`src/design/ccfr_pkg.sv`:
```
`default_nettype none
// ---------------------------------------------------------------------------
// ccfr_pkg: shared types and constants of the COBS/CRC frame receiver
// Frame limits, the controller state type, and the command and status
// bundles between controller and datapath.
// ---------------------------------------------------------------------------
package ccfr_pkg;

    localparam int MAX_PAYLOAD   = 32;
    localparam int MAX_ENCODED   = 38;
    localparam int HDR_BYTES     = 3;
    localparam int HDR_CRC_BYTES = 5;
    localparam int ENC_AW        = $clog2(MAX_ENCODED);
    localparam int CNT_W         = $clog2(MAX_ENCODED + 1);

    typedef enum logic [2:0] {
        ST_COLLECT,
        ST_DECODE,
        ST_CHECK,
        ST_STATUS,
        ST_PAYLOAD
    } t_state;

    typedef struct packed {
        logic collect;
        logic decode;
        logic check;
        logic emit_status;
        logic emit_payload;
    } t_ctl_cmd;

    typedef struct packed {
        logic close_frame;
        logic decode_done;
        logic last_item;
    } t_dp_status;

endpackage
`default_nettype wire

```
`src/design/cobs_crc_frame_receiver.sv`:
```
`default_nettype none
// ---------------------------------------------------------------------------
// cobs_crc_frame_receiver: COBS deframer with CRC-16/CCITT-FALSE check
// Top level: sequencer, datapath, and checks on the result channel.
// ---------------------------------------------------------------------------
// Received bytes are taken one per cycle while the block is collecting. A zero
// byte opens a frame, later non-zero bytes are stored (up to 38, the rest are
// dropped and the frame is marked bad), and a zero after at least one stored
// byte closes it. On the closing byte the input stalls while the stored frame
// is read back one byte a cycle through the COBS decoder, which feeds a
// bytewise CRC-16 (poly 0x1021, init 0xFFFF) lagging two bytes so that the
// final two decoded bytes serve as the little-endian check word. The input
// stays stalled through the memory reads, the pipeline fill and the check
// state, then one status item is offered with packet type, data type and
// length; a good frame with a non-zero length follows with one payload item
// per cycle while the result side does not stall, each tagged with its index,
// the final item of a frame carrying last_item. Input resumes in the cycle
// after the last result item is taken. Frames that are overlong, carry
// malformed COBS, decode to fewer than five bytes, declare a length over 32
// or beyond the decoded bytes, or fail the CRC give the status item only,
// marked bad.
// ---------------------------------------------------------------------------
module cobs_crc_frame_receiver (
    input  wire logic       i_clk,
    input  wire logic       i_rst_n,
    input  wire logic       i_rx_valid,
    output logic            o_rx_stall,
    input  wire logic [7:0] i_rx_byte,
    output logic            o_res_valid,
    input  wire logic       i_res_stall,
    output logic            o_item_kind,
    output logic            o_frame_good,
    output logic [7:0]      o_packet_type,
    output logic [7:0]      o_data_type,
    output logic [5:0]      o_data_length,
    output logic [7:0]      o_payload_byte,
    output logic [4:0]      o_payload_index,
    output logic            o_last_item
);
    import ccfr_pkg::*;

    t_ctl_cmd   cmd;
    t_dp_status status;
    logic       in_acc;
    logic       out_acc;

    // handshakes complete when valid is up and the far side does not hold off
    assign in_acc  = i_rx_valid && !o_rx_stall;
    assign out_acc = o_res_valid && !i_res_stall;

    ccfr_ctrl u_ctrl (
        .i_clk       (i_clk),
        .i_rst_n     (i_rst_n),
        .i_status    (status),
        .i_out_acc   (out_acc),
        .o_cmd       (cmd),
        .o_rx_stall  (o_rx_stall),
        .o_res_valid (o_res_valid)
    );

    ccfr_dpath u_dpath (
        .i_clk           (i_clk),
        .i_rst_n         (i_rst_n),
        .i_cmd           (cmd),
        .i_in_acc        (in_acc),
        .i_rx_byte       (i_rx_byte),
        .i_out_acc       (out_acc),
        .o_status        (status),
        .o_item_kind     (o_item_kind),
        .o_frame_good    (o_frame_good),
        .o_packet_type   (o_packet_type),
        .o_data_type     (o_data_type),
        .o_data_length   (o_data_length),
        .o_payload_byte  (o_payload_byte),
        .o_payload_index (o_payload_index)
    );

    // last_item is only meaningful while a result is offered
    assign o_last_item = o_res_valid && status.last_item;

    // no byte is taken while results are being offered
    a_no_rx_during_results: assert property (@(posedge i_clk) disable iff (!i_rst_n)
        o_res_valid |-> o_rx_stall)
        else $error("input accepted while results pending");

    // payload items only follow a good frame
    a_payload_good: assert property (@(posedge i_clk) disable iff (!i_rst_n)
        (o_res_valid && o_item_kind) |-> o_frame_good)
        else $error("payload item on bad frame");

    // after the final item is taken the result channel goes quiet
    a_last_ends_frame: assert property (@(posedge i_clk) disable iff (!i_rst_n)
        (out_acc && o_last_item) |=> !o_res_valid)
        else $error("result offered after last item");

    // payload index advances by one between consecutive payload items
    a_index_step: assert property (@(posedge i_clk) disable iff (!i_rst_n)
        (out_acc && o_item_kind && !o_last_item)
        |=> (o_res_valid && o_item_kind
             && (o_payload_index == 5'($past(o_payload_index) + 5'd1))))
        else $error("payload index skipped");

endmodule
`default_nettype wire

```
`src/design/ccfr_ctrl.sv`:
```
`default_nettype none
// ---------------------------------------------------------------------------
// ccfr_ctrl: frame receiver sequencer
// Collects bytes, then runs decode, check and result emission in turn.
// ---------------------------------------------------------------------------
module ccfr_ctrl (
    input  wire logic                 i_clk,
    input  wire logic                 i_rst_n,
    input  wire ccfr_pkg::t_dp_status i_status,
    input  wire logic                 i_out_acc,
    output ccfr_pkg::t_ctl_cmd        o_cmd,
    output logic                      o_rx_stall,
    output logic                      o_res_valid
);
    import ccfr_pkg::*;

    t_state r_state;
    t_state n_state;

    always_ff @(posedge i_clk) begin
        if (!i_rst_n) begin
            r_state <= ST_COLLECT;
        end else begin
            r_state <= n_state;
        end
    end

    always_comb begin
        n_state = r_state;
        unique case (r_state)
            ST_COLLECT: begin
                if (i_status.close_frame) begin
                    n_state = ST_DECODE;
                end
            end
            ST_DECODE: begin
                if (i_status.decode_done) begin
                    n_state = ST_CHECK;
                end
            end
            ST_CHECK: begin
                n_state = ST_STATUS;
            end
            ST_STATUS: begin
                if (i_out_acc) begin
                    n_state = i_status.last_item ? ST_COLLECT : ST_PAYLOAD;
                end
            end
            ST_PAYLOAD: begin
                if (i_out_acc && i_status.last_item) begin
                    n_state = ST_COLLECT;
                end
            end
            default: begin
                n_state = ST_COLLECT;
            end
        endcase
    end

    always_comb begin
        o_cmd       = '0;
        o_rx_stall  = 1'b1;
        o_res_valid = 1'b0;
        unique case (r_state)
            ST_COLLECT: begin
                o_cmd.collect = 1'b1;
                o_rx_stall    = 1'b0;
            end
            ST_DECODE: begin
                o_cmd.decode = 1'b1;
            end
            ST_CHECK: begin
                o_cmd.check = 1'b1;
            end
            ST_STATUS: begin
                o_cmd.emit_status = 1'b1;
                o_res_valid       = 1'b1;
            end
            ST_PAYLOAD: begin
                o_cmd.emit_payload = 1'b1;
                o_res_valid        = 1'b1;
            end
            default: begin
                o_rx_stall = 1'b1;
            end
        endcase
    end

endmodule
`default_nettype wire

```
`src/design/ccfr_dpath.sv`:
```
`default_nettype none
// ---------------------------------------------------------------------------
// ccfr_dpath: frame receiver datapath
// Encoded byte store, streaming COBS decoder with running CRC, decoded byte
// store and result field registers.
// ---------------------------------------------------------------------------
module ccfr_dpath (
    input  wire logic               i_clk,
    input  wire logic               i_rst_n,
    input  wire ccfr_pkg::t_ctl_cmd i_cmd,
    input  wire logic               i_in_acc,
    input  wire logic [7:0]         i_rx_byte,
    input  wire logic               i_out_acc,
    output ccfr_pkg::t_dp_status    o_status,
    output logic                    o_item_kind,
    output logic                    o_frame_good,
    output logic [7:0]              o_packet_type,
    output logic [7:0]              o_data_type,
    output logic [5:0]              o_data_length,
    output logic [7:0]              o_payload_byte,
    output logic [4:0]              o_payload_index
);
    import ccfr_pkg::*;

    localparam logic [15:0] CRC_POLY = 16'h1021;
    localparam logic [15:0] CRC_INIT = 16'hFFFF;

    function automatic logic [15:0] f_crc_byte(input logic [15:0] crc, input logic [7:0] d);
        logic [15:0] x;
        x = crc ^ {d, 8'h00};
        for (int b = 0; b < 8; b++) begin
            x = x[15] ? ({x[14:0], 1'b0} ^ CRC_POLY) : {x[14:0], 1'b0};
        end
        return x;
    endfunction

    logic [7:0] enc_mem [MAX_ENCODED];
    logic [7:0] dec_mem [MAX_ENCODED];

    // collection
    logic             r_in_frame;
    logic [CNT_W-1:0] r_cnt;
    logic             r_ovf;
    // decode
    logic [CNT_W-1:0] r_rd_ptr;
    logic             r_pvalid;
    logic [CNT_W-1:0] r_ppos;
    logic [7:0]       r_enc_q;
    logic [7:0]       r_rem;
    logic [7:0]       r_code;
    logic             r_first;
    logic             r_err;
    logic [CNT_W-1:0] r_n;
    logic [15:0]      r_crc;
    logic [7:0]       r_tail0;
    logic [7:0]       r_tail1;
    logic [7:0]       r_pt;
    logic [7:0]       r_dt;
    logic [7:0]       r_len;
    // results
    logic             r_good;
    logic [4:0]       r_pidx;
    logic [7:0]       r_dec_q;

    logic             close_frame;
    logic             store_byte;
    logic             issue;
    logic             proc;
    logic             code_bad;
    logic             err_now;
    logic             emit;
    logic [7:0]       emit_byte;
    logic             good_c;
    logic [4:0]       n_pidx;
    logic [ENC_AW-1:0] dec_raddr;

    assign close_frame = i_in_acc && r_in_frame && (i_rx_byte == 8'h00) && (r_cnt != '0);
    assign store_byte  = i_in_acc && r_in_frame && (i_rx_byte != 8'h00)
                         && (r_cnt < CNT_W'(MAX_ENCODED));
    assign issue       = i_cmd.decode && (r_rd_ptr < r_cnt);
    assign proc        = i_cmd.decode && r_pvalid && !r_err;
    assign code_bad    = (r_enc_q == 8'h00)
                         || (({3'b000, r_ppos} + {1'b0, r_enc_q}) > {3'b000, r_cnt});

    always_comb begin
        emit      = 1'b0;
        emit_byte = r_enc_q;
        err_now   = 1'b0;
        if (proc) begin
            if (r_rem == 8'h00) begin
                if (code_bad) begin
                    err_now = 1'b1;
                end else if (!r_first && (r_code != 8'hFF)) begin
                    // previous block ended short: its implied zero comes now
                    emit      = 1'b1;
                    emit_byte = 8'h00;
                end
            end else begin
                emit = 1'b1;
            end
        end
    end

    assign good_c = !r_ovf && !r_err
                    && (r_n >= CNT_W'(HDR_CRC_BYTES))
                    && (r_len <= 8'(MAX_PAYLOAD))
                    && (({1'b0, r_len} + 9'(HDR_CRC_BYTES)) <= {3'b000, r_n})
                    && (r_crc == {r_tail1, r_tail0});

    assign n_pidx    = (i_cmd.emit_payload && i_out_acc) ? (r_pidx + 5'd1) : r_pidx;
    assign dec_raddr = ENC_AW'(HDR_BYTES) + ENC_AW'(n_pidx);

    always_ff @(posedge i_clk) begin
        if (store_byte) begin
            enc_mem[r_cnt[ENC_AW-1:0]] <= i_rx_byte;
        end
        if (issue) begin
            r_enc_q <= enc_mem[r_rd_ptr[ENC_AW-1:0]];
        end
        if (emit) begin
            dec_mem[r_n[ENC_AW-1:0]] <= emit_byte;
        end
        r_dec_q <= dec_mem[dec_raddr];
    end

    always_ff @(posedge i_clk) begin
        if (!i_rst_n) begin
            r_in_frame <= 1'b0;
            r_cnt      <= '0;
            r_ovf      <= 1'b0;
            r_pvalid   <= 1'b0;
            r_err      <= 1'b0;
        end else begin
            if (i_in_acc) begin
                if (!r_in_frame) begin
                    if (i_rx_byte == 8'h00) begin
                        r_in_frame <= 1'b1;
                        r_cnt      <= '0;
                        r_ovf      <= 1'b0;
                    end
                end else if (i_rx_byte != 8'h00) begin
                    if (store_byte) begin
                        r_cnt <= r_cnt + CNT_W'(1);
                    end else begin
                        r_ovf <= 1'b1;
                    end
                end else if (close_frame) begin
                    r_in_frame <= 1'b0;
                end
            end

            if (close_frame) begin
                r_rd_ptr <= '0;
                r_pvalid <= 1'b0;
                r_rem    <= 8'h00;
                r_code   <= 8'h00;
                r_first  <= 1'b1;
                r_err    <= 1'b0;
                r_n      <= '0;
                r_crc    <= CRC_INIT;
                r_pt     <= 8'h00;
                r_dt     <= 8'h00;
                r_len    <= 8'h00;
            end else begin
                if (issue) begin
                    r_rd_ptr <= r_rd_ptr + CNT_W'(1);
                end
                r_pvalid <= issue;
                r_ppos   <= r_rd_ptr;
                if (err_now) begin
                    r_err <= 1'b1;
                end
                if (proc) begin
                    if (r_rem == 8'h00) begin
                        if (!code_bad) begin
                            r_rem   <= r_enc_q - 8'd1;
                            r_code  <= r_enc_q;
                            r_first <= 1'b0;
                        end
                    end else begin
                        r_rem <= r_rem - 8'd1;
                    end
                end
                if (emit) begin
                    // CRC trails by two bytes: the last two end up as the check word
                    if (r_n >= CNT_W'(2)) begin
                        r_crc <= f_crc_byte(r_crc, r_tail0);
                    end
                    r_tail0 <= r_tail1;
                    r_tail1 <= emit_byte;
                    r_n     <= r_n + CNT_W'(1);
                    if (r_n == CNT_W'(0)) begin
                        r_pt <= emit_byte;
                    end
                    if (r_n == CNT_W'(1)) begin
                        r_dt <= emit_byte;
                    end
                    if (r_n == CNT_W'(2)) begin
                        r_len <= emit_byte;
                    end
                end
                if (i_cmd.check) begin
                    r_good <= good_c;
                    r_pidx <= '0;
                    if (r_err) begin
                        r_pt  <= 8'h00;
                        r_dt  <= 8'h00;
                        r_len <= 8'h00;
                    end
                end else begin
                    r_pidx <= n_pidx;
                end
            end
        end
    end

    assign o_status.close_frame = close_frame;
    assign o_status.decode_done = proc && (err_now || (r_ppos == (r_cnt - CNT_W'(1))));
    assign o_status.last_item   = i_cmd.emit_payload
                                  ? (({3'b000, r_pidx} + 8'd1) == r_len)
                                  : (!r_good || (r_len == 8'h00));

    assign o_item_kind     = i_cmd.emit_payload;
    assign o_frame_good    = r_good;
    assign o_packet_type   = r_pt;
    assign o_data_type     = r_dt;
    assign o_data_length   = (r_len > 8'd63) ? 6'h3F : r_len[5:0];
    assign o_payload_byte  = i_cmd.emit_payload ? r_dec_q : 8'h00;
    assign o_payload_index = i_cmd.emit_payload ? r_pidx : 5'd0;

endmodule
`default_nettype wire

```
`config.mk`:
```
export PLATFORM = sky130hd
export DESIGN_NAME = cobs_crc_frame_receiver
export DESIGN_NICKNAME = d
export VERILOG_FILES = /design/src/design/ccfr_pkg.sv /design/src/design/cobs_crc_frame_receiver.sv /design/src/design/ccfr_ctrl.sv /design/src/design/ccfr_dpath.sv
export SDC_FILE = /design/constraint.sdc
export NUM_CORES = 1
export LEC_CHECK = 0
export BUFFER_PORTS_ARGS = -buffer_cell sky130_fd_sc_hd__buf_2
export CORE_MARGIN = 5
export CORE_UTILIZATION = 36
export CTS_BUF_LIST = sky130_fd_sc_hd__clkbuf_16
export DETAILED_ROUTE_END_ITERATION = 6
export GPL_ROUTABILITY_DRIVEN = 0
export SYNTH_ARGS = -nofsm -noshare
export SYNTH_HDL_FRONTEND = slang
export SYNTH_SLANG_ARGS = --single-unit
export TNS_END_PERCENT = 50
```
`constraint.sdc`:
```
create_clock -name i_clk -period 13.7 [get_ports i_clk]
set_input_delay 0.685 -clock i_clk [delete_from_list [all_inputs] [get_ports i_clk]]
set_output_delay 0.685 -clock i_clk [all_outputs]
set_load 0.01 [all_outputs]
```
==> results of run 1 <==
-- cell families (layout without fill, tap and decap cells) --
| group | Yosys count | count (layout) | share of synthesized area (%) |
|---|---|---|---|
| other cells | 0 | 1 | 0 |
| compound gates | 166 | 166 | 3.39 |
| fa+ha+maj | 39 | 39 | 1.61 |
| mux | 228 | 228 | 14.1 |
| flops | 734 | 734 | 71.2 |
| xor+xnor | 80 | 80 | 2.36 |
| buf+inv | 116 | 251 | 1.52 |
| simple gates | 366 | 366 | 5.82 |
-- metrics by stage --
step / hold WS (ns) / std cells / util, % / worst slack (ns)
floorplan: 0.447 / 1729 / - / 8.80
global placement: 0.455 / 2874 / 38.2 / 8.97
detailed placement: 0.458 / 2874 / 38.2 / 8.84
CTS: 0.456 / 3008 / 40.8 / 8.85
global route: 0.489 / 3008 / 40.8 / 8.46
finish: 0.476 / 3009 / 40.8 / 8.82
-- critical path, stage by stage (launching register included) --
cell and delay, ns:
edfxtp_1 0.44, ha_1 0.20, inv_1 0.06, fa_1 0.39, nand2b_1 0.18, a21oi_1 0.21
xor2_1 0.18, ha_1 0.26, a21o_1 0.16, a21oi_1 0.16, a21oi_1 0.15, a211oi_1 0.50
o21ai_1 0.34, or4_1 0.69, nor2_1 0.58
-- state kept, by name (all words and copies together) (netlist names), 3 cells and up --
register,flops
u_ctrl.r_state,3
u_dpath.dec_mem,304
u_dpath.enc_mem,304
u_dpath.o_data_type,8
u_dpath.o_packet_type,8
u_dpath.r_cnt,6
u_dpath.r_code,8
u_dpath.r_crc,16
u_dpath.r_dec_q,8
u_dpath.r_enc_q,8
u_dpath.r_len,8
u_dpath.r_n,6
u_dpath.r_pidx,5
u_dpath.r_ppos,6
u_dpath.r_rd_ptr,6
u_dpath.r_rem,8
u_dpath.r_tail0,8
u_dpath.r_tail1,8
-- placed cells by master (no fill, tap or decap), types with 4 or more instances in the layout --
cell          n
a211oi_1     10
a21o_1        8
a21oi_1      31
and2_1       26
and3_1        8
buf_2        51
buf_4        33
clkbuf_16    77
clkinv_1     19
clkinv_2     13
clkinv_8      4
clkinvlp_4    6
dfxtp_1      21
edfxtp_1    713
ha_1         36
inv_1        45
mux2_2       31
mux2i_1      36
mux4_2      160
nand2_1      71
nand2b_1      5
nand3_1      49
nand4_1      10
nor2_1      121
nor2b_4       6
nor3_1       19
nor3_2        4
nor3b_2       4
nor4_1       11
o2111ai_1     5
o211ai_1      8
o21ai_0      43
o21ai_1      11
o22ai_1      18
or2_2         7
or3_1         8
xnor2_1      50
xor2_1       27
-- power by group --
group | total (uW) | switching (uW) | internal [uW]
clock | 1890 | 847 | 1040
sequential | 2460 | 10.4 | 2450
combinational | 148 | 85.7 | 62.8
total | 4500 | 944 | 3560
-- layout make-up --
| cell class | instances | area share (%) |
|---|---|---|
| Tap cell | 1144 | 4.13 |
| Multi-Input combinational cell | 879 | 24.5 |
| Clock inverter | 57 | 0.978 |
| Sequential cell | 734 | 63.0 |
| Inverter | 33 | 0.357 |
| Timing Repair Buffer | 84 | 1.45 |
| Antenna cell | 1 | 0.00722 |
| Clock buffer | 77 | 5.56 |
-- metal layers --
metal	global-route usage (%)	vias to the layer above
li1	-	7035
met5	0	-
met2	26.5	499
met4	4.14	0
met1	19.9	8197
met3	2.93	116
-- final timing paths --
path,depth (start not counted),from,to,slack (ns)
worst max-delay path,14,u_dpath.r_enc_q[0],u_dpath.dec_mem[36][0],8.82
worst min-delay path,0,u_dpath.r_tail1[4],u_dpath.r_tail0[4],0.48
worst max register to register,14,u_dpath.r_enc_q[0],u_dpath.dec_mem[36][0],8.82
worst min register to register,0,u_dpath.r_tail1[4],u_dpath.r_tail0[4],0.48
==> results.yml, run 1 <==
timing:
  hold_viol: 0
  tightest_slew_ns: 1.33
  period_needed_ns: 4.88
  slew_viol_final: 0
  relSlewSlack_pct: 11.3
  finalSetupTns_ns: 0
  fmax_mhz: 205
  setup_violations: 0
  post-route-period-util_pct: 35.6
  finalClockSkew_ns: 0.0231
  rsz0062_at_grt: "false"
synth:
  synth_seq_area_share_pct: 71.2
  synthTopCellsByCount: "edfxtp_1, mux4_2, nor2_1, nand2_1, clkbuf_1"
  avgSynthCellArea_um2: 17.7
  synth_nets: 1779
  ys_warn_count: 0
  synth.area.top_cells: "edfxtp_1, mux4_2, ha_1"
  synth_top_flop_cell: "edfxtp_1"
  ys_seq_elements: 734
  synthesis.area_mm2: 0.0307
  synth-edff-count: 713
  synthArstFlopShare_pct: 0
  synth_cell_types: 67
  yosysMostFrequentCell: "edfxtp_1"
  synthCells: 1729
  yosys.area.top_type: "edfxtp_1"
  synth_top_area_share_pct: 69.8
routing:
  num_vias: 15847
  highest_layer: "met4"
  viasPerCell: 5.27
  met1_length_um: 28700
  first_iter_violations: 1341
  wl_met2_um: 35700
  wl_met3_um: 4000
  drt_wl_total_um: 70300
  firstDrtPassIters: 5
  drc: 0
  drtAntennaViolNets: 0
  wl_per_cell_um: 23.3
flow_run:
  maxCapViolations: 0
cts:
  cts_setup_buffers: 0
  cts.root.buffer_cell: "clkbuf_16"
  path_clk_slew_ns: 0.06
  htree_levels: 3
  cts.sinks: 734
  cts-buffers-inserted: 74
  postCtsHoldBufs: 0
  cts_tree: "done"
  worstSkewPairLatency_ns: 0.62
  cts_resized: 0
  clock_path_buffers: 3
cells_and_area:
  drive_above_1_share_pct: 22.1
  layout.nets: 1856
  synthToLayoutAreaGrowth_pct: 13.0
  design_area_mm2: 0.0347
  ff_latch_area_mm2: 0.0218
  nFillCells: 7632
  multi_input_area_mm2: 0.00850
grt:
  antenna_found_initial: 2
  grtUsageTotal_pct: 15.3
  grt_pass1_vias: 16157
  grt_first_pass_wirelength_um: 105000
  grt_max_degree: 73
  gr-total-overflow: 0
die:
  start_util_pct: 36.1
  rows: 107
  core-area_mm2: 0.0849
  die_area_mm2: 0.0911
  num_io_pins: 52
  die_w_um: 302
  die_h_um: 302
placement:
  port_buffers: 51
  post_dp_cell_area_mm2: 0.0324
  place_hpwl_um: 44500
worst_setup_path:
  crit_arrival_ns: 5.13
  start_kind: "register"
  path_max_fanout: 10
  crit_path_end_kind: "register"
  criticalPathCategory: "reg2reg"
  cp_data_required_time_ns: 13.95
power:
  p_leak_uw: 0.0111
  ir_drop_mv: 0.102
  powerDensity_mw_per_mm2: 130
  finalPower_uw: 4500
hold_path:
  hold_path.class: "reg2reg"
status:
  status: "completed"
(Power assumes the default switching activity.)
==> inputs of run 2 (changes only) <==
- clock period: 13.7 -> 4.3 ns (I/O delays scaled with it)
==> run 2 against run 1 <==
Combinational power grew to 3.3 times the previous value. Count of clock-buffer cells in the layout is 2 lower. Critical path type unchanged. Clock power grew to 3.4 times the previous value. Setup slack worse by 8.6 ns. Non-clock buffer count is 70 higher. Utilization is 0.84 points higher.
==> results.yml, run 2 (synthesis gave the netlist of run 1 again) <==
routing:
  firstDrtPassIters: 5
  wl_per_cell_um: 22.9
  drt_wl_total_um: 70600
  drc: 0
  drtAntennaViolNets: 0
  num_vias: 15934
  first_iter_violations: 1281
  viasPerCell: 5.18
timing:
  period_needed_ns: 4.12
  slew_viol_final: 0
  fmax_mhz: 242
  setup_violations: 0
  hold_viol: 0
  rsz0062_at_grt: "false"
  post-route-period-util_pct: 95.9
  tightest_slew_ns: 1.19
  finalSetupTns_ns: 0
  relSlewSlack_pct: 20.8
  finalClockSkew_ns: 0.0217
power:
  powerDensity_mw_per_mm2: 417
  p_leak_uw: 0.0116
  ir_drop_mv: 0.283
flow_run:
  maxCapViolations: 0
die:
  die_w_um: 302
  die_area_mm2: 0.0911
  rows: 107
  num_io_pins: 52
  start_util_pct: 36.1
  core-area_mm2: 0.0849
  die_h_um: 302
cells_and_area:
  ff_latch_area_mm2: 0.0218
  drive_above_1_share_pct: 25.0
  design_area_mm2: 0.0354
  multi_input_area_mm2: 0.00848
  synthToLayoutAreaGrowth_pct: 15.3
  layout.nets: 1925
  stdcell_count: 3078
  final_common_cell: "edfxtp_1"
  nFillCells: 7556
  final_cell_mix: "edfxtp_1, mux4_2, nor2_1"
cts:
  htree_levels: 3
  cts_tree: "done"
  worstSkewPairLatency_ns: 0.61
  cts.sinks: 734
  cts-buffers-inserted: 73
  cts.root.buffer_cell: "clkbuf_16"
  path_clk_slew_ns: 0.06
  clock_path_buffers: 3
worst_setup_path:
  cp_data_required_time_ns: 4.64
  crit_path_end: "u_dpath.r_len[7]"
  criticalPathCategory: "reg2reg"
  timing.rr.end: "u_dpath.r_len[7]"
  r2r-start: "u_dpath.r_enc_q[2]"
  path_max_fanout: 8
  start_kind: "register"
  crit_arrival_ns: 4.47
  r2r_cells: 16
  crit_start: "u_dpath.r_enc_q[2]"
  worst-r2r-setup-slack_ns: 0.18
  crit_path_end_kind: "register"
hold_path:
  min_from: "i_res_stall"
  hold_path.class: "in2reg"
grt:
  grtUsageTotal_pct: 15.5
  grt_pass1_vias: 16703
  grt_first_pass_wirelength_um: 107000
  antenna_found_initial: 1
  grt_max_degree: 81
  gr-total-overflow: 0
placement:
  place_hpwl_um: 45700
  post_dp_cell_area_mm2: 0.0329
  dp_cells: 2941
  port_buffers: 51
status:
  status: "completed"
run 2: changes by cell type in the layout (fill, tap and decap cells not counted), moves of 2 or more:
| cell | delta |
|---|---|
| buf_12 | +5 |
| inv_6 | +3 |
| clkinvlp_4 | -3 |
| bufinv_16 | +9 |
| buf_4 | +65 |
| clkinv_8 | -4 |
| inv_1 | +2 |
| nor3_2 | -3 |
| clkbuf_16 | -2 |
| nor3_1 | +3 |
| clkinv_1 | -6 |
run 2: through the flow:
stage                     power (uW)  util (%)  setup WS [ns]  hold WS [ns]
final                          14800      41.7          0.176        0.0454
after global routing           15200      41.7        0.00151        0.0627
after CTS                      14900      41.6         0.0468        0.0127
after detailed placement        8480      38.8         0.0182         0.476
after global placement          8470      38.8         0.0809         0.467
after floorplan                 8290         -          0.128         0.314
run 2: where the power goes:
part | switching, uW | internal [uW] | total [uW] | leakage (uW)
registers | 26.8 | 7810 | 7840 | 0.00661
clock network | 2660 | 3770 | 6430 | 0.00124
logic | 276 | 206 | 482 | 0.00377
total | 2960 | 11800 | 14800 | 0.0116
run 2: worst max-delay path, cell delays in order, from the launching register on:
cell	delay (ns)
edfxtp_1	0.52
ha_1	0.40
nand2_1	0.08
a2bb2oi_1	0.24
a21boi_0	0.14
nor2_1	0.14
xnor2_1	0.08
ha_1	0.30
nand3_1	0.09
a21o_1	0.16
a21oi_1	0.36
a211oi_2	0.12
buf_4	0.17
o21ai_1	0.60
nor3b_2	0.11
buf_4	0.22
mux2i_1	0.13
run 2: worst min path at each step:
stage,slack (ns),to,cells after the start
2_1_floorplan,0.31,u_dpath.enc_mem[0][0],0
3_3_place_gp,0.47,u_dpath.r_tail0[7],0
3_5_place_dp,0.48,u_dpath.r_tail0[1],0
4_1_cts,0.01,u_ctrl.r_state[1],3
5_1_grt,0.06,u_dpath.r_in_frame,3
6_report,0.05,u_ctrl.r_state[1],3
run 2: per-layer routing:
metal / vias up / global-route usage (%) / share of wire, % / wire length [um]
li1: 7177 / - / - / -
met1: 8236 / 20.8 / 43 / 30200
met2: 428 / 26.2 / 50 / 35300
met3: 93 / 2.60 / 4.8 / 3420
met4: 0 / 4.27 / 2.4 / 1700
met5: - / 0 / 0 / 0
run 2: layout make-up:
| cell class | count | area share (%) |
|---|---|---|
| Tap cell | 1144 | 4.05 |
| Clock inverter | 58 | 1.51 |
| Clock buffer | 75 | 5.31 |
| Antenna cell | 1 | 0.00708 |
| Timing Repair Buffer | 154 | 3.08 |
| Inverter | 33 | 0.350 |
| Sequential cell | 734 | 61.7 |
| Multi-Input combinational cell | 879 | 24.0 |
run 2: repair_timing:
item,CTS,global route
setup buffers,0,3
resized for setup,0,1
hold buffers,0,0
pin swaps,1,1
endpoints found under the setup margin,4,245
hold endpoints to repair,0,0
==> inputs of run 3 (changes only) <==
- CAP_MARGIN: not set -> 0
- PLACE_DENSITY: not set -> 0.62
- SLEW_MARGIN: not set -> 20
==> run 3 against run 2 <==
Cell count rose by 0.13%. Power fell by 1.9%. Setup slack better by 0.082 ns. Sequential share of layout area grew 0.059 points. Fmax rose by 2.0%. Routed wire length is 0.44% lower. Critical endpoint is now u_dpath.dec_mem[18][0].
==> results.yml, run 3 (synthesis gave the netlist of run 1 again) <==
placement:
  place_hpwl_um: 45500
  post_dp_cell_area_mm2: 0.0330
  port_buffers: 51
  dp_cells: 2947
worst_setup_path:
  criticalPathCategory: "reg2reg"
  start_kind: "register"
  crit_path_end_kind: "register"
  cp_data_required_time_ns: 4.61
  crit_arrival_ns: 4.35
  worst-r2r-setup-slack_ns: 0.26
  path_max_fanout: 8
power:
  p_leak_uw: 0.0116
  ir_drop_mv: 0.329
  p_int_uw: 11500
  power_frac_seq_pct: 54.2
  swShare_pct: 20.4
  powerDensity_mw_per_mm2: 410
  comb_power_share_pct: 3.4
  power.net_switching_uw: 2950
  clockPowerShare_pct: 42.5
timing:
  finalClockSkew_ns: 0.0244
  period_needed_ns: 4.04
  slew_viol_final: 0
  rsz0062_at_grt: "false"
  relSlewSlack_pct: 36.5
  tightest_slew_ns: 0.944
  finalSetupTns_ns: 0
  hold_viol: 0
  fmax_mhz: 247
  setup_violations: 0
  post-route-period-util_pct: 94.0
cts:
  cts_tree: "done"
  cts.sinks: 734
  cts.root.buffer_cell: "clkbuf_16"
  cts-buffers-inserted: 73
  worstSkewPairLatency_ns: 0.61
  clock_path_buffers: 3
  htree_levels: 3
  path_clk_slew_ns: 0.06
routing:
  first_iter_violations: 1418
  drtAntennaViolNets: 0
  drc: 0
  viasPerCell: 5.23
  wl_per_cell_um: 22.8
  num_vias: 16123
  firstDrtPassIters: 5
  drt_wl_total_um: 70300
grt:
  antenna_found_initial: 2
  grt_max_degree: 82
  grtUsageMet2_pct: 25.8
  grt_pass1_vias: 16652
  grtUsageTotal_pct: 15.4
  grt_use_met3_pct: 3.24
  top_usage_layer: "met2"
  gr-total-overflow: 0
  grt_first_pass_wirelength_um: 106000
  grtUsageMet1_pct: 20.5
cells_and_area:
  drive_above_1_share_pct: 24.9
  synthToLayoutAreaGrowth_pct: 15.2
  layout.nets: 1931
  final_core_util_pct: 41.6
  final_common_cell: "edfxtp_1"
  final_cell_mix: "edfxtp_1, mux4_2, nor2_1"
  design_area_mm2: 0.0353
  stdcell_count: 3082
die:
  die_h_um: 302
  core-area_mm2: 0.0849
  start_util_pct: 36.1
  num_io_pins: 52
  rows: 107
  die_area_mm2: 0.0911
  die_w_um: 302
flow_run:
  maxCapViolations: 0
hold_path:
  hold_path.class: "in2reg"
status:
  status: "completed"
## run 3: what timing repair did
action                                  4_1_cts  5_1_grt
endpoints found under the setup margin        0      279
hold buffers                                  1        0
buffers inserted                              0        2
endpoints found under the hold margin         1        0
resized for setup                             0        2
## run 3: critical path, cell delays in order, from the launching register on
cell	delay [ns]
edfxtp_1	0.42
inv_1	0.15
fa_1	0.47
nand2b_1	0.18
a21oi_1	0.21
xor2_1	0.20
ha_1	0.27
a21o_1	0.16
a21oi_1	0.16
a21oi_1	0.16
a211oi_2	0.31
o21ai_1	0.17
buf_4	0.19
or2_2	0.38
nor2_1	0.13
buf_4	0.21
## run 3: per-stage QoR
step           setup WS [ns]  hold WS, ns  power (uW)
2_1_floorplan          0.128        0.314        8290
3_3_place_gp          0.0694        0.468        8470
3_5_place_dp          0.0485        0.459        8490
4_1_cts               0.0124       0.0287       14600
5_1_grt               0.0115       0.0630       14900
6_report               0.258       0.0587       14500
## run 3: power by group through the flow
| stage | clock network [uW] | registers (uW) | logic [uW] |
|---|---|---|---|
| floorplan | 0 | 7980 | 307 |
| global placement | 0 | 7990 | 479 |
| detailed placement | 0 | 7990 | 494 |
| CTS | 6270 | 7840 | 497 |
| global route | 6580 | 7840 | 530 |
| finish | 6150 | 7840 | 488 |
## run 3: final timing paths
kind / startpoint / endpoint / depth (start not counted)
worst min-delay path: i_rx_valid / u_dpath.r_in_frame / 3
worst max register to register: u_dpath.r_enc_q[1] / u_dpath.dec_mem[18][0] / 15
worst min register to register: u_dpath.r_tail1[7] / u_dpath.r_tail0[7] / 0
worst max-delay path: u_dpath.r_enc_q[1] / u_dpath.dec_mem[18][0] / 15
## run 3: final cells by class
cell class | count | area [um^2]
clock buffer | 74 | 1850
sequential | 734 | 21800
clock inverter | 57 | 452
fill | 7534 | 49500
antenna | 1 | 2.50
multi-input combinational | 879 | 8480
tap | 1144 | 1430
inverter | 33 | 124
timing repair buffer | 160 | 1160
## run 3: per-layer routing
metal,vias up,part of all wire [%]
li1,7191,-
met4,0,2.5
met3,108,6.2
met2,468,50
met1,8356,41
met5,-,0
